File: src/hdl/brmt_pkg.sv
// Package for the byte register multiplier timer: operation codes, register offsets,
// command and response structs, and byte helpers.
// No dependencies; both RTL modules import it.
package brmt_pkg;

    // Operation carried in tuser of the input stream. Code 3 is unused and does nothing.
    typedef enum logic [1:0] {
        OP_READ  = 2'd0,
        OP_WRITE = 2'd1,
        OP_TICK  = 2'd2
    } t_op;

    localparam int unsigned OFF_W   = 4;
    localparam int unsigned BYTE_W  = 8;
    localparam int unsigned WORD_W  = 32;

    localparam logic [OFF_W-1:0] OFF_STATUS = 4'd0;
    localparam logic [OFF_W-1:0] OFF_A0     = 4'd1;
    localparam logic [OFF_W-1:0] OFF_A3     = 4'd4;
    localparam logic [OFF_W-1:0] OFF_B0     = 4'd5;
    localparam logic [OFF_W-1:0] OFF_B3     = 4'd8;
    localparam logic [OFF_W-1:0] OFF_P0     = 4'd9;
    localparam logic [OFF_W-1:0] OFF_P3     = 4'd12;

    localparam logic [BYTE_W-1:0] STATUS_TICK = 8'h80;
    localparam logic [WORD_W-1:0] LOW_HALF    = 32'h0000_ffff;

    typedef struct packed {
        t_op               op;
        logic [OFF_W-1:0]  offset;
        logic [BYTE_W-1:0] wdata;
    } t_cmd;

    typedef struct packed {
        logic              irq;
        logic [BYTE_W-1:0] rdata;
    } t_rsp;

    function automatic logic [BYTE_W-1:0] get_byte(input logic [WORD_W-1:0] word,
                                                   input logic [1:0]        idx);
        return word[idx*BYTE_W +: BYTE_W];
    endfunction

    function automatic logic [WORD_W-1:0] set_byte(input logic [WORD_W-1:0] word,
                                                   input logic [1:0]        idx,
                                                   input logic [BYTE_W-1:0] val);
        logic [WORD_W-1:0] res;
        res = word;
        res[idx*BYTE_W +: BYTE_W] = val;
        return res;
    endfunction

    // Writing byte 0 or 1 of an operand also clears its upper half.
    function automatic logic [WORD_W-1:0] write_operand(input logic [WORD_W-1:0] word,
                                                        input logic [1:0]        idx,
                                                        input logic [BYTE_W-1:0] val);
        logic [WORD_W-1:0] res;
        res = set_byte(word, idx, val);
        if (!idx[1]) begin
            res = res & LOW_HALF;
        end
        return res;
    endfunction

endpackage

File: src/hdl/byte_register_multiplier_timer.sv
// Top level of the byte register multiplier timer: input beat register, register file
// core and result register on stream ports. Depends on brmt_pkg and brmt_core.
// A beat is held in the input register, passes through the core and is captured in the
// result register, which drives m_axis_tvalid until the result is taken.
// Throughput: one beat per cycle while m_axis_tready does not stall the result register;
// the single 32x32 multiply sits between the input register and the result register.
// Reset: i_rst_n is synchronous and active low; it clears the operands, the product, the
// status byte and both valid flags, which empties both pipeline stages.
module byte_register_multiplier_timer import brmt_pkg::*; (
    input  logic        i_clk,
    input  logic        i_rst_n,
    // Input stream: one bus read, write or timer tick per beat.
    input  logic        s_axis_tvalid,
    output logic        s_axis_tready,
    input  logic [15:0] s_axis_tdata,   // [3:0] reg_offset, [11:4] write_byte, [15:12] zero
    input  logic [1:0]  s_axis_tuser,   // [1:0] operation
    // Output stream: one result per input beat.
    output logic        m_axis_tvalid,
    input  logic        m_axis_tready,
    output logic [15:0] m_axis_tdata    // [7:0] read_byte, [8] irq_request, [15:9] zero
);

    // Input beat register.
    logic r_in_valid;
    t_cmd r_in_cmd;
    // Result register.
    logic r_out_valid;
    t_rsp r_out_rsp;

    logic w_out_ready;
    logic w_advance;
    t_rsp w_rsp;

    // The result register can load when it is empty or being drained this cycle.
    // The input register then advances into the core, which updates its state in
    // the same cycle that the result is captured.
    assign w_out_ready   = !r_out_valid || m_axis_tready;
    assign w_advance     = r_in_valid && w_out_ready;
    assign s_axis_tready = !r_in_valid || w_out_ready;

    always_ff @(posedge i_clk) begin
        if (!i_rst_n) begin
            r_in_valid <= 1'b0;
        end else if (s_axis_tready) begin
            r_in_valid <= s_axis_tvalid;
        end
    end

    always_ff @(posedge i_clk) begin
        if (s_axis_tready && s_axis_tvalid) begin
            r_in_cmd.op     <= t_op'(s_axis_tuser);
            r_in_cmd.offset <= s_axis_tdata[3:0];
            r_in_cmd.wdata  <= s_axis_tdata[11:4];
        end
    end

    brmt_core u_core (
        .i_clk   (i_clk),
        .i_rst_n (i_rst_n),
        .i_fire  (w_advance),
        .i_cmd   (r_in_cmd),
        .o_rsp   (w_rsp)
    );

    always_ff @(posedge i_clk) begin
        if (!i_rst_n) begin
            r_out_valid <= 1'b0;
        end else if (w_out_ready) begin
            r_out_valid <= w_advance;
        end
    end

    always_ff @(posedge i_clk) begin
        if (w_advance) begin
            r_out_rsp <= w_rsp;
        end
    end

    assign m_axis_tvalid = r_out_valid;
    assign m_axis_tdata  = {7'd0, r_out_rsp.irq, r_out_rsp.rdata};

endmodule

File: src/hdl/brmt_core.sv
// Register file of the byte register multiplier timer: operands, product, status,
// the 32x32 multiplier and the byte read and write decode. Depends on brmt_pkg.
module brmt_core import brmt_pkg::*; (
    input  logic i_clk,
    input  logic i_rst_n,
    input  logic i_fire,
    input  t_cmd i_cmd,
    output t_rsp o_rsp
);

    logic [WORD_W-1:0] r_a, r_b, r_p;
    logic [BYTE_W-1:0] r_status;
    logic [WORD_W-1:0] n_a, n_b, n_p;
    logic [BYTE_W-1:0] n_status;
    logic [WORD_W-1:0] w_prod;
    logic [1:0]        w_idx_a, w_idx_b, w_idx_p;

    // Low 32 bits of A*B; the product wraps.
    assign w_prod  = r_a * r_b;
    assign w_idx_a = 2'(i_cmd.offset - OFF_A0);
    assign w_idx_b = 2'(i_cmd.offset - OFF_B0);
    assign w_idx_p = 2'(i_cmd.offset - OFF_P0);

    always_comb begin
        n_a          = r_a;
        n_b          = r_b;
        n_p          = r_p;
        n_status     = r_status;
        o_rsp.rdata  = '0;
        o_rsp.irq    = 1'b0;
        case (i_cmd.op)
            OP_READ: begin
                unique case (i_cmd.offset) inside
                    OFF_STATUS:       o_rsp.rdata = r_status;
                    [OFF_A0:OFF_A3]:  o_rsp.rdata = get_byte(r_a, w_idx_a);
                    [OFF_B0:OFF_B3]:  o_rsp.rdata = get_byte(r_b, w_idx_b);
                    [OFF_P0:OFF_P3]: begin
                        // Even product bytes reload the product before the read.
                        if (!w_idx_p[0]) begin
                            n_p         = w_prod;
                            o_rsp.rdata = get_byte(w_prod, w_idx_p);
                        end else begin
                            o_rsp.rdata = get_byte(r_p, w_idx_p);
                        end
                    end
                    default:          o_rsp.rdata = '0;
                endcase
            end
            OP_WRITE: begin
                unique case (i_cmd.offset) inside
                    OFF_STATUS:       n_status = i_cmd.wdata;
                    [OFF_A0:OFF_A3]:  n_a = write_operand(r_a, w_idx_a, i_cmd.wdata);
                    [OFF_B0:OFF_B3]:  n_b = write_operand(r_b, w_idx_b, i_cmd.wdata);
                    [OFF_P0:OFF_P3]:  n_p = set_byte(r_p, w_idx_p, i_cmd.wdata);
                    default:          n_status = r_status;
                endcase
            end
            OP_TICK: begin
                n_status  = STATUS_TICK;
                o_rsp.irq = 1'b1;
            end
            default: o_rsp.irq = 1'b0;
        endcase
    end

    always_ff @(posedge i_clk) begin
        if (!i_rst_n) begin
            r_a      <= '0;
            r_b      <= '0;
            r_p      <= '0;
            r_status <= '0;
        end else if (i_fire) begin
            r_a      <= n_a;
            r_b      <= n_b;
            r_p      <= n_p;
            r_status <= n_status;
        end
    end

    a_tick_status: assert property (@(posedge i_clk) disable iff (!i_rst_n)
        i_fire && i_cmd.op == OP_TICK |=> r_status == STATUS_TICK)
        else $error("tick did not set status");

    a_irq_only_tick: assert property (@(posedge i_clk) disable iff (!i_rst_n)
        o_rsp.irq |-> i_cmd.op == OP_TICK)
        else $error("irq raised by a non-tick item");

    a_prod_reload: assert property (@(posedge i_clk) disable iff (!i_rst_n)
        i_fire && i_cmd.op == OP_READ && (i_cmd.offset == OFF_P0 || i_cmd.offset == OFF_P0 + 4'd2)
        |=> r_p == $past(w_prod))
        else $error("product not reloaded on even byte read");

    a_idle_hold: assert property (@(posedge i_clk) disable iff (!i_rst_n)
        !i_fire |=> $stable(r_a) && $stable(r_b) && $stable(r_p) && $stable(r_status))
        else $error("state changed without an item");

endmodule
File: config.mk
export PLATFORM = sky130hd
export DESIGN_NAME = byte_register_multiplier_timer
export DESIGN_NICKNAME = d
export VERILOG_FILES = /design/src/hdl/brmt_pkg.sv /design/src/hdl/byte_register_multiplier_timer.sv /design/src/hdl/brmt_core.sv
export SDC_FILE = /design/constraint.sdc
export NUM_CORES = 2
export LEC_CHECK = 0
export BUFFER_PORTS_ARGS = -buffer_cell sky130_fd_sc_hd__buf_4
export CAP_MARGIN = 20
export CORE_ASPECT_RATIO = 1.25
export CORE_UTILIZATION = 31
export DETAILED_ROUTE_END_ITERATION = 16
export GPL_ROUTABILITY_DRIVEN = 0
export GPL_TIMING_DRIVEN = 0
export PLACE_DENSITY = 0.5
export SLEW_MARGIN = 20
export SYNTH_ARGS = -nofsm -noshare
export SYNTH_HDL_FRONTEND = slang
export SYNTH_HIERARCHICAL = 1
export SYNTH_SLANG_ARGS = --single-unit
File: constraint.sdc
create_clock -name i_clk -period 20.4 [get_ports i_clk]
set_clock_uncertainty 0.2 [all_clocks]
set_input_delay 4.08 -clock i_clk [delete_from_list [all_inputs] [get_ports i_clk]]
set_output_delay 4.08 -clock i_clk [all_outputs]
set_load 0.01 [all_outputs]
==> After elaboration in Yosys (flattened, before gate mapping) <==
Index checks and enable logic that the tools add are counted.
{ "totals": {"memories": 0, "reg_bits": 129, "latchBits": 0, "input_bits": 22, "romBits": 0, "mem_bits_rw": 0, "elab_cells": 71} }
{ "classes": {"order_cmp": 6, "n_reduce_logical": 17, "shifts": 10, "n_div": 0, "add_sub_neg": 6, "eq_ne": 6, "n_mul": 1, "muxes": 14, "bitwise_logic": 0} }
{ "ops": {"columns": ["op", "count"], "rows": [
  ["$mux 32", 5],
  ["$shiftx 32x6->8", 4],
  ["$neg 5->34", 3],
  ["$shift 8x34->32 const A", 3],
  ["$shiftx 8x34->32", 3],
  ["$bwmux 32", 3],
  ["$pmux 32 s2", 1],
  ["$mul 32x32->32", 1],
  ["$pmux 8 s4", 1],
  ["$mux 8", 2],
  ["$pmux 8 s2", 1],
  ["$reduce_and 3->1", 3],
  ["$le 4x4->1 const B", 2],
  ["$ne 2x1->1 const B", 3],
  ["$sub 2x1->2 const B", 3],
  ["$logic_and 1x1->1", 5],
  ["$reduce_and 5->1", 1],
  ["$ge 4x1->1 const B", 1],
  ["$ge 4x3->1 const B", 1],
  ["$ge 4x4->1 const B", 1],
  ["$le 4x3->1 const B", 1],
  ["$logic_not 4->1", 1],
  ["$reduce_bool 2->1", 2],
  ["$eq 2x1->1 const B", 1],
  ["6 further kinds", 8]
]} }

==> Longest topological paths before layout <==
{ "logic_depth": {"word_depth": 6, "mapped_depth": 29} }

==> Hierarchy <==
Netlist, hierarchy kept.
{ "by_module_without_submodules": {"columns": ["mod", "area_each_um2", "instances", "cells_per_inst"], "rows": [
  ["brmt_core", 20611.0, 1, 2347],
  ["byte_register_multiplier_timer", 850.8, 1, 40]
]} }

==> Least setup slack after synthesis <==
No wires, ideal clock.
{ "synth_path": {"path_kind": "input to output", "start": "input m_axis_tready", "end": "output s_axis_tready", "path_buffers": 0, "path_slack_ns": 11.893, "cell_stages": 1, "t_required_ns": 16.120, "t_arrival_ns": 4.227, "path_cell_list": "nand3b_4"} }
{ "synth_via": {"elab_chain_len": 2} }
{ "synth_rtl": {"columns": ["item", "line_no", "text"], "rows": [
  ["from (decl)", "byte_register_multiplier_timer.sv:19", "input logic m_axis_tready,"],
  ["$logic_or 1x1->1", "byte_register_multiplier_timer.sv:37", "assign w_out_ready = !r_out_valid || m_axis_tready;"],
  ["$logic_or 1x1->1", "byte_register_multiplier_timer.sv:39", "assign s_axis_tready = !r_in_valid || w_out_ready;"],
  ["to (decl)", "byte_register_multiplier_timer.sv:14", "output logic s_axis_tready,"]
]} }
No other way between the ends.

==> Final worst setup path <==
{ "layout_path": {"start": "register u_core.r_a[7]", "end": "register r_out_rsp, in the netlist m_axis_tdata[5] (data pin)"} }
{ "layout_via": {"elab_chain_len": 4} }
{ "layout_rtl": {"columns": ["item", "line_no", "text"], "rows": [
  ["from (decl)", "brmt_core.sv:11", "logic [WORD_W-1:0] r_a, r_b, r_p;"],
  ["from (signal assigned)", "brmt_core.sv:73", "r_a <= n_a;"],
  ["$mul 32x32->32", "brmt_core.sv:19", "assign w_prod = r_a * r_b;"],
  ["$shiftx 32x6->8", "brmt_pkg.sv:41", "return word[idx*BYTE_W +: BYTE_W];"],
  ["$mux 8", "brmt_core.sv:39", "if (!w_idx_p[0]) begin"],
  ["$pmux 8 s4", "brmt_core.sv:33", "unique case (i_cmd.offset) inside"],
  ["to (signal assigned)", "byte_register_multiplier_timer.sv:75", "r_out_rsp <= w_rsp;"],
  ["to (decl)", "byte_register_multiplier_timer.sv:28", "t_rsp r_out_rsp;"]
]} }
No other way between the ends.
A chain may end at the register's enable or synchronous reset.

==> out/summary.txt <==
Drt pass-1 iters: 6
Critical path class: flop to flop
Number of synthesized flops with an enable pin: 23
CORE AREA: 68300 µm²
Max Slew Vio Count: 0
Vias post-DR: 17100
Synth area leader: fa_1
Clock sink total: 113
Final setup viols: 0
Hold Crit Class: flop to flop
Mapped cell area: 21500 µm²
CTS root buf: clkbuf_16
Worst vdd ir: 0.0000755 V
# H-tree levels: 4
PortBufs: 28
Arrival @ worst endpoint: 8.78 ns
Required time of the critical path: 20.37 ns
Tcrit/Tclk final: 43.2%
Max FO, Critical Path: 10
Post-DP HPWL: 64100 µm
Largest cells by area after synthesis: fa_1 38%, and2_1 9.3%, dfxtp_1 8.4%
Dpl ws: 11.59 ns
First-pass GRT wire length: 119000 µm
Area Growth Syn to Fin: 9.05%
Row count: 107
Crit path launch type: flop
Total GRT Usage: 23.4%
Chip Width: 237 µm
YS warnings: 6
Rel. slew slack: 21.8%
Setup Buffers After CTS: 0
CTS max path bufs: 2
IO Pins: 40
Num CTS Buffers: 17
#FFs+latches synth: 113
Clock Pin Slew Worst Setup and Hold Paths: 0.06 ns
CTS tree: yes
Final hold vios: 0
Initial Util: 31.4%
Worst-Margin Slew: 1.17 ns
Mean routed wirelength per cell: 23.9 µm
Die ar.: 70300 µm²
# DRC: 0
Synth cell count leaders: 408 x fa_1, 388 x inv_1, 323 x nand2_1
Most common cell in the synthesized netlist: fa_1
FMAX: 113 MHz
Most used DFF post-synth: dfxtp_1
Cells after Synth: 2387
Max-Cap Viols: 0
Leakage: 10.7 nW
Vias per Instance: 5.15
Finished Core Util: 34.3%
CP Capture Type: flop
Share of layout cells above drive strength 1: 4.73%
Worst skew pair latency: 0.43 ns
Cts repair resizes: 0
GR Overflow Total: 0
Seq/Total Area, Yosys: 11.6%
Pwr dens: 24.9 nW/µm²
Top cell type's share of synthesized area: 38.1%
Vias in the first global route: 18400
Number of antenna-violating nets in the routed design: 0
HP Start: u_core/r_status[7]$_SDFFE_PN0P_
Hold_buf cts: 0
Initial antenna violation count: 10
Setup ws final: 11.59 ns
Drt total wl: 79500 µm
RSZ-0062 raised after global routing: false
Syn avg cell area: 8.99 µm²
Height of the die: 296 µm
Worst R2R Start: u_core/r_a[7]$_SDFFE_PN0P_
Setup tns final: 0 ns
Final nets: 2999
DR iter-0 viols: 1274
Worst Setup SP: u_core/r_a[7]$_SDFFE_PN0P_
Fin crit period: 8.81 ns
Run status: finished clean
Count of cell types in the netlist: 72
Ys async rst share: 0%
Largest net degree at the start of global routing: 17
cell usage in the layout (no fill, tap or decap), types with 8 or more instances in the layout:
cell type,n
fa_1,408
inv_1,388
nand2_1,323
and2_1,320
clkbuf_1,152
ha_1,128
dfxtp_1,90
xnor2_1,64
a21oi_1,51
o21ai_0,49
nand3_1,45
a21boi_0,41
buf_4,35
nor2b_1,33
nor2_1,28
edfxtp_1,23
xor2_1,22
mux2i_1,18
clkbuf_16,17
a21o_1,16
a32oi_1,16
o211ai_1,14
nand4_1,13
buf_2,12
nor3_1,10
nand2b_1,8
a221oi_1,8
a22oi_1,8
report_power, final:
group          total (mW)  switching, mW  internal, mW  leakage, nW
combinational      0.0497         0.0332        0.0165         9.47
clock               0.298          0.112         0.186        0.291
sequential          0.235        0.00302         0.232        0.945
cells by family after synthesis:
kind of cell / share of synthesized area [%]
AOI/OAI and AO/OA: 8.26
xor gates and xnor gates: 3.51
adders and majority gates: 45.5
buffers and inverters: 10.1
DFF: 11.6
muxes: 1.68
other: 0.0175
and+or+nand+nor: 19.3
cell type report:
class,count,area [µm²]
fill,7203,44900
multi-input combinational,1715,16800
sequential,113,2490
inverter,388,1460
tap,872,1090
buffer,177,711
clock buffer,20,457
timing repair buffer,29,221
clock inverter,12,130
antenna,2,5.00
through the flow:
step	cell area, µm²	power (mW)	hold WS [ns]	std cells
6_report	23400	0.583	0.245	3328
5_1_grt	23400	0.601	0.257	3326
4_1_cts	23400	0.587	0.246	3325
3_5_place_dp	22800	0.288	0.237	3293
3_3_place_gp	22800	0.288	0.240	3293
2_1_floorplan	21500	0.268	0.224	2393
sequential cells by signal, summed over array words and instances, names as in the netlist:
| signal | cells |
|---|---|
| m_axis_tdata | 9 |
| m_axis_tvalid | 1 |
| r_in_cmd | 14 |
| r_in_valid | 1 |
| u_core/r_a | 32 |
| u_core/r_b | 32 |
| u_core/r_p | 16 |
| u_core/r_status | 8 |
path summary, 6_finish.rpt:
check                                                        to  slack (ns)  depth (start not counted)
worst min register to register  u_core/r_status[7]$_SDFFE_PN0P_        0.24                          2
worst min-delay path            u_core/r_status[7]$_SDFFE_PN0P_        0.24                          2
worst max-delay path                  m_axis_tdata[5]$_DFFE_PP_       11.59                         25
worst max register to register        m_axis_tdata[5]$_DFFE_PP_       11.59                         25
worst max-delay path, cell delays in order, from the launching register on:
cell      delay [ns]
dfxtp_1         0.31
clkbuf_1        0.82
clkbuf_1        0.81
nand2_1         0.16
fa_1            0.40
inv_1           0.08
fa_1            0.44
fa_1            0.52
inv_1           0.05
fa_1            0.47
inv_1           0.06
fa_1            0.50
inv_1           0.06
fa_1            0.53
inv_1           0.07
fa_1            0.51
fa_1            0.45
ha_1            0.29
clkbuf_1        0.20
and4_1          0.28
and3_1          0.22
a221oi_2        0.30
xnor2_1         0.21
o21ai_0         0.18
o21ai_0         0.28
a21oi_1         0.14
layer usage:
metal | GRT usage, % | share of wire [%] | vias up
met5 | 0 | 0 | -
met4 | 15.2 | 6.9 | 0
met3 | 2.38 | 5.3 | 197
met2 | 39.4 | 48 | 722
met1 | 28.5 | 40 | 8809
li1 | - | - | 7415
Power figures use the tool's default switching activity.
